### config.mk
export PLATFORM = sky130hd
export DESIGN_NAME = llc_fcs_crc24_flat
export DESIGN_NICKNAME = d
export VERILOG_FILES = /design/src/hdl/lfc24_pkg.sv /design/src/hdl/lfc24_intf.sv /design/src/hdl/lfc24_fcs_engine.sv /design/src/hdl/llc_fcs_crc24.sv /design/src/flat_wrapper.sv
export VERILOG_INCLUDE_DIRS = /design/src /design/src/hdl
export SDC_FILE = /design/constraint.sdc
export NUM_CORES = 1
export LEC_CHECK = 0
export BUFFER_PORTS_ARGS = -buffer_cell sky130_fd_sc_hd__buf_2
export CAP_MARGIN = 20
export CORE_MARGIN = 4
export CORE_UTILIZATION = 55
export CTS_BUF_LIST = sky130_fd_sc_hd__clkbuf_8
export CTS_CLUSTER_SIZE = 14
export DETAILED_ROUTE_END_ITERATION = 10
export PLACE_DENSITY = 0.79
export SLEW_MARGIN = 20
export SYNTH_ARGS = -nofsm -noshare
export SYNTH_HDL_FRONTEND = slang
export SYNTH_SLANG_ARGS = --single-unit
### constraint.sdc
create_clock -name clock -period 3.7 [get_ports clock]
set_input_delay 0.185 -clock clock [delete_from_list [all_inputs] [get_ports clock]]
set_output_delay 0.185 -clock clock [all_outputs]
set_load 0.01 [all_outputs]
### src/hdl/llc_fcs_crc24_macros.svh
// Assertion macros shared by the frame check sequence RTL.
// Included by the modules that carry concurrent assertions; no other dependencies.
`ifndef LLC_FCS_CRC24_MACROS_SVH
`define LLC_FCS_CRC24_MACROS_SVH

// Same-cycle implication, checked at every rising edge outside reset.
`define LFC24_ASSERT_NOW(label, clk, rst, ante, cons, msg) \
   label: assert property (@(posedge clk) disable iff (rst) (ante) |-> (cons)) \
      else $error(msg);

// Next-cycle implication, checked at every rising edge outside reset.
`define LFC24_ASSERT_NEXT(label, clk, rst, ante, cons, msg) \
   label: assert property (@(posedge clk) disable iff (rst) (ante) |=> (cons)) \
      else $error(msg);

`endif

### src/hdl/lfc24_pkg.sv
// Types, constants and the byte-wide CRC update for the frame check sequence block.
// No dependencies; the interfaces, the RTL and the testbench import this package.
`default_nettype none

package lfc24_pkg;

   localparam int unsigned CRC_W   = 24;
   localparam int unsigned BYTE_W  = 8;
   localparam int unsigned COUNT_W = 9;

   localparam logic [CRC_W-1:0]   FCS_POLY       = 24'hAD85DD;
   localparam logic [CRC_W-1:0]   FCS_PRESET     = 24'hFFFFFF;
   localparam logic [COUNT_W-1:0] COUNT_MAX      = 9'd511;
   localparam logic [COUNT_W-1:0] HDR_CTRL_IDX   = 9'd1;
   localparam logic [COUNT_W-1:0] HDR_SAPI_IDX   = 9'd2;
   localparam logic [9:0]         HEADER_OCTETS  = 10'd3;
   localparam logic [2:0]         UI_FRAME_CODE  = 3'b110;
   localparam logic [BYTE_W-1:0]  INFO_LEN_RESET = 8'd4;

   // One input beat as it moves from the input register to the engine.
   typedef struct packed {
      logic [BYTE_W-1:0] data_byte;
      logic              last_byte;
   } beat_type;

   // Reflected CRC, one octet: eight shift steps on a 24-bit value.
   function automatic logic [CRC_W-1:0] crc_byte(input logic [CRC_W-1:0] crc,
                                                 input logic [BYTE_W-1:0] octet);
      logic [CRC_W-1:0] r;
      r = crc ^ {{(CRC_W-BYTE_W){1'b0}}, octet};
      for (int k = 0; k < BYTE_W; k++) begin
         if (r[0]) begin
            r = (r >> 1) ^ FCS_POLY;
         end else begin
            r = r >> 1;
         end
      end
      return r;
   endfunction

   // Complement, then exchange the outer bytes of the register.
   function automatic logic [CRC_W-1:0] fcs_format(input logic [CRC_W-1:0] crc);
      logic [CRC_W-1:0] r;
      r = ~crc;
      return {r[7:0], r[15:8], r[23:16]};
   endfunction

endpackage

`default_nettype wire

### src/hdl/lfc24_intf.sv
// Valid/ready channel interfaces: input octets, check value results and register writes.
// Depends on lfc24_pkg for field widths.
`default_nettype none

interface lfc24_req_if import lfc24_pkg::*; ();
   logic              valid;
   logic              ready;
   logic [BYTE_W-1:0] data_byte;
   logic              last_byte;
   modport source (output valid, output data_byte, output last_byte, input ready);
   modport sink   (input valid, input data_byte, input last_byte, output ready);
endinterface

interface lfc24_rsp_if import lfc24_pkg::*; ();
   logic             valid;
   logic             ready;
   logic [CRC_W-1:0] fcs;
   modport source (output valid, output fcs, input ready);
   modport sink   (input valid, input fcs, output ready);
endinterface

interface lfc24_csr_if import lfc24_pkg::*; ();
   logic              valid;
   logic              ready;
   logic [BYTE_W-1:0] unprotected_info_len;
   modport source (output valid, output unprotected_info_len, input ready);
   modport sink   (input valid, input unprotected_info_len, output ready);
endinterface

`default_nettype wire

### src/hdl/lfc24_fcs_engine.sv
// CRC register, octet counter and UI coverage flags; one octet per enabled cycle.
// Depends on lfc24_pkg and the assertion macros header.
`default_nettype none
`include "llc_fcs_crc24_macros.svh"

module lfc24_fcs_engine import lfc24_pkg::*; (
   input  wire logic              clock,
   input  wire logic              reset,
   input  wire logic              step_en,
   input  wire beat_type          beat,
   input  wire logic [BYTE_W-1:0] info_len,
   output      logic [CRC_W-1:0]  fcs_next
);

   logic [CRC_W-1:0]   crc_ff, crc_in;
   logic [COUNT_W-1:0] count_ff, count_in;
   logic               ui_ff, ui_in;
   logic               limited_ff, limited_in;
   logic               covered;
   logic [CRC_W-1:0]   crc_upd;

   always_comb begin
      ui_in      = ui_ff | ((count_ff == HDR_CTRL_IDX) &&
                            (beat.data_byte[7:5] == UI_FRAME_CODE));
      limited_in = limited_ff | ((count_ff == HDR_SAPI_IDX) && ui_in &&
                                 !beat.data_byte[0]);
      covered    = !limited_in ||
                   ({1'b0, count_ff} < ({2'b00, info_len} + HEADER_OCTETS));
      crc_upd    = crc_byte(crc_ff, beat.data_byte);
      crc_in     = covered ? crc_upd : crc_ff;
      count_in   = (count_ff == COUNT_MAX) ? count_ff : count_ff + 1'b1;
      fcs_next   = fcs_format(crc_in);
   end

   always_ff @(posedge clock) begin
      if (reset) begin
         crc_ff     <= FCS_PRESET;
         count_ff   <= '0;
         ui_ff      <= 1'b0;
         limited_ff <= 1'b0;
      end else if (step_en) begin
         if (beat.last_byte) begin
            crc_ff     <= FCS_PRESET;
            count_ff   <= '0;
            ui_ff      <= 1'b0;
            limited_ff <= 1'b0;
         end else begin
            crc_ff     <= crc_in;
            count_ff   <= count_in;
            ui_ff      <= ui_in;
            limited_ff <= limited_in;
         end
      end
   end

   `LFC24_ASSERT_NEXT(a_preset_after_last, clock, reset, step_en && beat.last_byte,
      (count_ff == '0) && (crc_ff == FCS_PRESET) && !limited_ff, "frame state not preset")
   `LFC24_ASSERT_NEXT(a_count_advances, clock, reset,
      step_en && !beat.last_byte && (count_ff != COUNT_MAX),
      count_ff == $past(count_ff) + 1'b1, "octet count did not advance")
   `LFC24_ASSERT_NOW(a_limit_needs_ui, clock, reset, limited_ff, ui_ff,
      "coverage limited without a UI frame")

endmodule

`default_nettype wire

### src/hdl/llc_fcs_crc24.sv
// Order: an octet is registered in the input register on acceptance; its CRC step runs
// as it moves on into the engine, and a last octet then also loads the result register.
// Throughput: one octet per clock, limited only by the byte-wide CRC step between the
// input and CRC registers, except that a held last octet waits while a result is unread.
// Reset (synchronous, active high): CRC preset to all ones, counters and flags cleared,
// unprotected_info_len set to 4, both pipeline registers empty.
// Depends on lfc24_pkg, lfc24_intf, lfc24_fcs_engine and the assertion macros header.
`default_nettype none
`include "llc_fcs_crc24_macros.svh"

module llc_fcs_crc24 import lfc24_pkg::*; (
   input  wire logic clock,
   input  wire logic reset,
   lfc24_req_if.sink   req_bus,
   lfc24_rsp_if.source rsp_bus,
   lfc24_csr_if.sink   csr_bus
);

   // The input register holds one beat. It moves on into the engine whenever the beat
   // causes no result, or whenever the result register is empty or being emptied, so
   // a new beat can be taken in every cycle except while a last beat waits behind a result.
   logic              in_valid_ff;
   beat_type          in_beat_ff;
   logic              advance;

   logic              out_valid_ff;
   logic [CRC_W-1:0]  out_fcs_ff;

   logic [BYTE_W-1:0] info_len_ff;
   logic [CRC_W-1:0]  fcs_next;

   assign advance = in_valid_ff &&
                    (!in_beat_ff.last_byte || !out_valid_ff || rsp_bus.ready);

   assign req_bus.ready = !in_valid_ff || advance;
   assign csr_bus.ready = 1'b1;
   assign rsp_bus.valid = out_valid_ff;
   assign rsp_bus.fcs   = out_fcs_ff;

   // The register must be written only while the block is idle, so that each octet sees
   // the value in force when it was accepted; the block itself does not enforce this.
   always_ff @(posedge clock) begin
      if (reset) begin
         info_len_ff <= INFO_LEN_RESET;
      end else if (csr_bus.valid) begin
         info_len_ff <= csr_bus.unprotected_info_len;
      end
   end

   // Input register: the payload needs no reset, only the valid flag.
   always_ff @(posedge clock) begin
      if (reset) begin
         in_valid_ff <= 1'b0;
      end else if (req_bus.ready) begin
         in_valid_ff <= req_bus.valid;
      end
      if (req_bus.valid && req_bus.ready) begin
         in_beat_ff.data_byte <= req_bus.data_byte;
         in_beat_ff.last_byte <= req_bus.last_byte;
      end
   end

   lfc24_fcs_engine u_engine (
      .clock    (clock),
      .reset    (reset),
      .step_en  (advance),
      .beat     (in_beat_ff),
      .info_len (info_len_ff),
      .fcs_next (fcs_next)
   );

   // Result register: loaded when a last beat passes through the engine.
   always_ff @(posedge clock) begin
      if (reset) begin
         out_valid_ff <= 1'b0;
      end else if (advance && in_beat_ff.last_byte) begin
         out_valid_ff <= 1'b1;
      end else if (rsp_bus.ready) begin
         out_valid_ff <= 1'b0;
      end
      if (advance && in_beat_ff.last_byte) begin
         out_fcs_ff <= fcs_next;
      end
   end

   // A result is always produced after a last beat has passed through the engine.
   `LFC24_ASSERT_NEXT(a_last_gives_result, clock, reset, advance && in_beat_ff.last_byte,
      out_valid_ff, "no result after last beat")
   // A waiting result is never overwritten by the next frame's check value.
   `LFC24_ASSERT_NOW(a_no_overwrite, clock, reset,
      out_valid_ff && !rsp_bus.ready && in_beat_ff.last_byte, !advance,
      "pending result overwritten")
   // An accepted beat always lands in the input register.
   `LFC24_ASSERT_NEXT(a_accept_fills, clock, reset, req_bus.valid && req_bus.ready,
      in_valid_ff, "accepted beat lost")

endmodule

`default_nettype wire

### src/flat_wrapper.sv
// flat-port wrapper written by rule: the top's interface ports become plain ports
module llc_fcs_crc24_flat import lfc24_pkg::*;
  (clock, reset, req_bus_valid, req_bus_data_byte, req_bus_last_byte, req_bus_ready, rsp_bus_valid, rsp_bus_fcs, rsp_bus_ready, csr_bus_valid, csr_bus_unprotected_info_len, csr_bus_ready);
  lfc24_req_if req_bus_i ();
  lfc24_rsp_if rsp_bus_i ();
  lfc24_csr_if csr_bus_i ();
  input  wire logic clock;
  input  wire logic reset;
  input wire logic [$bits(req_bus_i.valid)-1:0] req_bus_valid;
  input wire logic [$bits(req_bus_i.data_byte)-1:0] req_bus_data_byte;
  input wire logic [$bits(req_bus_i.last_byte)-1:0] req_bus_last_byte;
  output wire logic [$bits(req_bus_i.ready)-1:0] req_bus_ready;
  output wire logic [$bits(rsp_bus_i.valid)-1:0] rsp_bus_valid;
  output wire logic [$bits(rsp_bus_i.fcs)-1:0] rsp_bus_fcs;
  input wire logic [$bits(rsp_bus_i.ready)-1:0] rsp_bus_ready;
  input wire logic [$bits(csr_bus_i.valid)-1:0] csr_bus_valid;
  input wire logic [$bits(csr_bus_i.unprotected_info_len)-1:0] csr_bus_unprotected_info_len;
  output wire logic [$bits(csr_bus_i.ready)-1:0] csr_bus_ready;
  assign req_bus_i.valid = req_bus_valid;
  assign req_bus_i.data_byte = req_bus_data_byte;
  assign req_bus_i.last_byte = req_bus_last_byte;
  assign req_bus_ready = req_bus_i.ready;
  assign rsp_bus_valid = rsp_bus_i.valid;
  assign rsp_bus_fcs = rsp_bus_i.fcs;
  assign rsp_bus_i.ready = rsp_bus_ready;
  assign csr_bus_i.valid = csr_bus_valid;
  assign csr_bus_i.unprotected_info_len = csr_bus_unprotected_info_len;
  assign csr_bus_ready = csr_bus_i.ready;
  llc_fcs_crc24 u_core (.clock(clock), .reset(reset), .req_bus(req_bus_i), .rsp_bus(rsp_bus_i), .csr_bus(csr_bus_i));
endmodule
Yosys cells after proc, flatten, opt, wreduce, memory -nomap -nowiden:

Cells that the tools add are included.

* bits in registers: 78
* latch bits: 0
* memory bits (writable): 0
* bits in read-only memories: 0
* output and inout bits: 27
* word-level logic and storage cells: 63
* memories kept: 0

* add/subtract/negate cells: 2
* $mul: 0
* divide/modulo/power cells: 0
* magnitude comparators: 1
* equal/unequal tests: 5
* shift operators: 0
* mux-type cells: 16
* bitwise operators: 12
* reductions and logical operators: 17

Operators by type and width (count)
* 24-bit two-way mux: 10
* 13-bit inverter with 14-bit output: 8
* 24-bit inverter: 1
* 24-bit by 8-bit XOR with 24-bit output: 1
* 9-bit two-way mux: 2
* 8-bit by 2-bit adder with 9-bit output, second input constant: 1
* 9-bit by 1-bit adder with 9-bit output, second input constant: 1
* 9-bit by 1-bit == test with 1-bit output, second input constant: 1
* 9-bit by 2-bit == test with 1-bit output, second input constant: 1
* 9-bit == test, second input constant: 1
* 9-bit < comparator: 1
* 1-bit logical AND: 6
* 1-bit logical NOT: 5
* 1-bit logical OR: 4
* 1-bit two-way mux: 4
* 3-bit == test, second input constant: 1
* 2-bit by 1-bit != test with 1-bit output, second input constant: 1
* 1-bit bitwise OR: 2
* 2-bit AND reduction: 1
* 2-bit nonzero test: 1

Longest topological paths before layout:

* depth in word-level cells: 19
* mapped depth: 13
* gate-level depth less buffers: 11

Hierarchy:

A second synthesis with hierarchy kept.

* cell total of the unflattened synthesis: 340
* area, all modules: 3980.1 um^2

Modules (own cells, without submodules)
* lfc24_fcs_engine: times used 1, cells each 267, area each 2585.0 um^2, seq. area each 700.7 um^2
* llc_fcs_crc24: times used 1, cells each 73, area each 1395.1 um^2, seq. area each 1191.1 um^2

Worst setup path after synthesis:

No wires, ideal clock.

* path kind: register to register
* from: reg u_core.info_len_ff[0]
* to: reg u_core.out_fcs_ff[18], in the netlist u_core.rsp_bus.fcs[18] (data pin)
* setup time: 0.267 ns
* arrival: 2.657 ns
* data required time: 3.433 ns
* slack: 0.776 ns
* stages on the path, launching flop included: 13
* path buffers: 1
* clock period less this slack: 2.924 ns
* path through: dfxtp_1 > inv_1 > ha_1 > nor2_1 > and3_1 > nand3_1 > ha_1 > a2111oi_0 > o21ai_0 > o22ai_1 > nor2_1 > buf_4 > mux2i_1

* longest elaborated chain between the ends: 5

Ends and longest elaborated chain
* start, declared: line llc_fcs_crc24.sv:29 `logic [BYTE_W-1:0] info_len_ff;`
* start signal, assigned: line llc_fcs_crc24.sv:46 `info_len_ff <= csr_bus.unprotected_info_len;`
* 8-bit by 2-bit adder with 9-bit output: line lfc24_fcs_engine.sv:28 `({1'b0, count_ff} < ({2'b00, info_len} + HEADER_OCTETS));`
* 9-bit < comparator: line lfc24_fcs_engine.sv:28
* 1-bit logical OR: line lfc24_fcs_engine.sv:27 `covered = !limited_in ||`
* 24-bit two-way mux: line lfc24_fcs_engine.sv:30 `crc_in = covered ? crc_upd : crc_ff;`
* 24-bit inverter: line lfc24_pkg.sv:44 `r = ~crc;`
* named net u_core.fcs_next[18]: line llc_fcs_crc24.sv:30 `logic [CRC_W-1:0] fcs_next;`
* end signal, assigned: line llc_fcs_crc24.sv:82 `out_fcs_ff <= fcs_next;`
* end, declared: line llc_fcs_crc24.sv:27 `logic [CRC_W-1:0] out_fcs_ff;`

The timed path passes the listed nets, and every way through them passes these cells.
A chain may end at the register's enable or synchronous reset.

Final worst setup path:

* from: reg u_core.info_len_ff[0]
* to: reg u_core.u_engine.crc_ff[13]

* longest elaborated chain between the ends: 5

Ends and longest elaborated chain
* 8-bit by 2-bit adder with 9-bit output: line lfc24_fcs_engine.sv:28
* 9-bit < comparator: line lfc24_fcs_engine.sv:28
* 1-bit logical OR: line lfc24_fcs_engine.sv:27
* 24-bit two-way mux: line lfc24_fcs_engine.sv:30
* 24-bit two-way mux: line lfc24_fcs_engine.sv:42 `if (beat.last_byte) begin`
* end signal, assigned: line lfc24_fcs_engine.sv:48 `crc_ff <= crc_in;`
* end, declared: line lfc24_fcs_engine.sv:15 `logic [CRC_W-1:0] crc_ff, crc_in;`

Every way passes these cells.

==> summary.txt <==
Floorplanning
  – Core ar.: 0.00741 mm2
  – Die height: 96.5 um
  – Die width: 96.5 um
  – # IOs: 49
  – Starting Density: 0.581
  – Die area: 0.00930 mm2
  – Row count: 31

Drt
  – Remaining antenna violation count after routing: 0
  – Pre-Repair DR Iteration Count: 5
  – Iteration-0 DRC Markers: 212
  – Drt total wl: between 9 and 10 mm
  – Via density: 5.86
  – Wire per inst: roughly 17 um
  – Residual DRC count: 0
  – Vias after detailed routing: 3143

Placement
  – HPWL after DPL: 6.41 mm
  – Cell Area, Placed: 0.00463 mm2
  – RePlAce Congestion: 0.840
  – Total placed cells including tap cells: approximately 510
  – IO buf count: 47

Clock network
  – # H-tree levels: 3
  – CTS root buf: clkbuf_8
  – CTS sink cnt: 78
  – Setup bufs post-CTS: 0
  – TritonCTS Buffers: 9
  – CTS tree: yes
  – Clock tree buffer depth: 2
  – Clk slew on worst S/H paths: 0.08 ns
  – Worst skew pair latency: around 0.36 ns

Logic synthesis
  – Top FF cell, synth: dfxtp_1
  – Cell Area, Synth: 0.00430 mm2
  – Yosys warns: 0
  – Synth Area per Inst: 11.4 um2
  – Post-Syn Nets: a little over 400
  – Synth async-reset ratio: 0
  – Post-synth EDFFs: 33
  – Synth Instances: 379
  – Register area share after synthesis: 0.440
  – Register bit count reported by yosys: between 70 and 80
  – Synth cell types: 44

GRT
  – GRT Residual Overflow: 0
  – Global-route wire length before repair: 14.9 mm
  – Initial antenna violation count: 0
  – Vias in the first global route: 3104
  – GRT Total Usage: 0.214
  – Largest net degree at the start of global routing: 28

Setup path
  – Critical R2R Launch: u_core.info_len_ff[0]
  – CP arrival: 3.52 ns
  – Reg-to-reg slack, setup: 0.35 ns
  – Critical path type: register to register
  – Crit path max fanout: 21
  – Reg2Reg Depth: 12
  – Critical Path Start Type: register
  – FF-to-FF End: u_core.u_engine.crc_ff[13]
  – Crit. End Element: register
  – Worst Path Required: 3.88 ns

Hold path
  – HP Class: input port to register
  – Min-delay src: csr_bus_unprotected_info_len[2]
  – Hold endpoint: u_core.info_len_ff[2]
  – Hold path cells: 2

Layout
  – Number of diodes: 0
  – Area Growth Syn to Fin: 15.3%
  – Layout cell share with drive strength beyond 1: 0.178
  – Layout Nets: 467
  – Fin cells: 536
  – Filler Cell Count: 567
  – Post-route cell area: 0.00496 mm2

STA
  – F_max: 299 MHz
  – RSZ-0062 raised after global routing: no
  – Worst Tran Pin Value: 1.00 ns
  – Hold Fails Final Rpt: 0
  – Fin crit period: 3.35 ns
  – # setup viols final: 0
  – Clock Skew: 0.00830 ns
  – Final period utilization: 0.904
  – Slew Viols, Final: 0
  – WHS: about 0.029 ns
  – Relative slew slack: 0.330
  – Setup Total Neg Slack: 0 ns

Outcome
  – Outcome: completed

Pwr
  – P per Cell Area: around 520 mW/mm2
  – Peak supply drop: 291 uV
  – Leakage: 0.00212 uW
  – Pwr Total: 2600 uW

Run
  – MaxCap Viol Count: 0
==> state kept, by name, indices dropped and copies added (netlist names) <==
| register | count |
|---|---|
| u_core.rsp_bus.fcs | 24 |
| u_core.u_engine.crc_ff | 24 |
| u_core.in_beat_ff | 9 |
| u_core.u_engine.count_ff | 9 |
| u_core.info_len_ff | 8 |
| u_core.in_valid_ff | 1 |
| u_core.rsp_bus.valid | 1 |
| u_core.u_engine.limited_ff | 1 |
| u_core.u_engine.ui_ff | 1 |
==> power breakdown <==
group	internal, uW	switching (uW)
Sequential	1010	46.7
Clock	445	310
Combinational	415	371
Total	1880	728
==> repair_timing <==
| action | 4_1_cts | 5_1_grt |
|---|---|---|
| endpoints found under the hold margin | 9 | 0 |
| gates resized for setup | 0 | 0 |
| hold buffers | 9 | 0 |
==> Yosys cell counts (3+ instances only) <==
cell       n  share of area
xnor2_4    3          0.019
xnor3_1   16          0.084
o211ai_1  44          0.077
o21a_1     3         0.0052
o21ai_0   13          0.015
inv_1     30          0.026
a21oi_1   12          0.014
nor3_1     3         0.0035
xnor2_2    4          0.015
mux2i_1   25          0.058
nor2_1    24          0.021
dfxtp_1   45           0.21
xor2_1    12          0.024
nor2b_1    5         0.0073
xnor2_1   27          0.055
edfxtp_1  33           0.23
nand3_1   11          0.013
ha_1      13          0.038
nand2_1    3         0.0026
clkbuf_1  16          0.014
and3_1     6         0.0087
==> layer usage <==
layer,up-vias,GRT usage,routed length (um)
li1,1476,-,-
met1,1521,0.286,4110
met2,122,0.329,4260
met3,24,0.0503,595
met4,0,0.105,262
met5,-,0,0
==> cells in the final DEF, fill, tap and decap left out, drive strengths merged, types with 2 or more instances in the layout <==
cell type	count
buf	54
dfxtp	45
o211ai	44
xnor2	34
edfxtp	33
inv	33
mux2i	25
nor2	24
xnor3	16
o21ai	13
ha	13
xor2	12
a21oi	12
nand3	11
clkbuf	9
dlygate4sd3	9
and3	6
nor2b	5
nand2	3
nor3	3
o21a	3
bufinv	3
and2	2
nand2b	2
a41oi	2
a311oi	2
a22oi	2
a211o	2
a2111oi	2
==> critical path, stage by stage (launching register included) <==
cell and delay (ns):
dfxtp_1 0.38, inv_1 0.06, ha_1 0.21, nor2_1 0.17, and3_1 0.21, nand3_1 0.10, ha_1 0.33, a2111oi_0 0.44
o21ai_0 0.21, o22a_1 0.42, a21oi_1 0.21, buf_4 0.29, o211ai_1 0.13
==> final cells by class <==
| type | instances | area, um2 | share of cell area |
|---|---|---|---|
| Inverter | 30 | 113 | 0.0227 |
| Sequential cell | 78 | 1890 | 0.381 |
| Clock buffer | 9 | 124 | 0.0250 |
| Timing Repair Buffer | 63 | 390 | 0.0787 |
| Tap cell | 99 | 124 | 0.0250 |
| Clock inverter | 7 | 114 | 0.0230 |
| Multi-Input combinational cell | 250 | 2200 | 0.444 |
==> worst max-delay path by stage <==
stage	start	end	slack (ns)
final	u_core.info_len_ff[0]	u_core.u_engine.crc_ff[13]	0.35
after global routing	u_core.info_len_ff[0]	u_core.u_engine.crc_ff[19]	0.14
after CTS	u_core.info_len_ff[0]	u_core.u_engine.crc_ff[17]	0.45
after detailed placement	u_core.info_len_ff[0]	u_core.u_engine.crc_ff[18]	0.47
after global placement	u_core.info_len_ff[0]	u_core.u_engine.crc_ff[19]	0.61
after floorplan	u_core.info_len_ff[0]	u_core.rsp_bus.fcs[18]	0.78
==> cell families (layout without fill, tap and decap cells) <==
kind of cell	count (synthesis)	in the layout	synth area share
AOI/OAI and AO/OA	88	88	0.143
adders and majority gates	13	13	0.0378
xor gates and xnor gates	63	63	0.203
DFF	78	78	0.440
buffers and inverters	51	109	0.0486
and+or+nand+nor	60	60	0.0689
muxes	25	25	0.0582
other	1	1	0.000872
==> metrics by stage <==
| stage | setup WS (ns) | util |
|---|---|---|
| after floorplan | 0.776 | - |
| after global placement | 0.609 | 0.625 |
| after detailed placement | 0.474 | 0.625 |
| after CTS | 0.447 | 0.670 |
| after global routing | 0.137 | 0.670 |
| final | 0.355 | 0.670 |
Power figures use the tool's default switching activity.
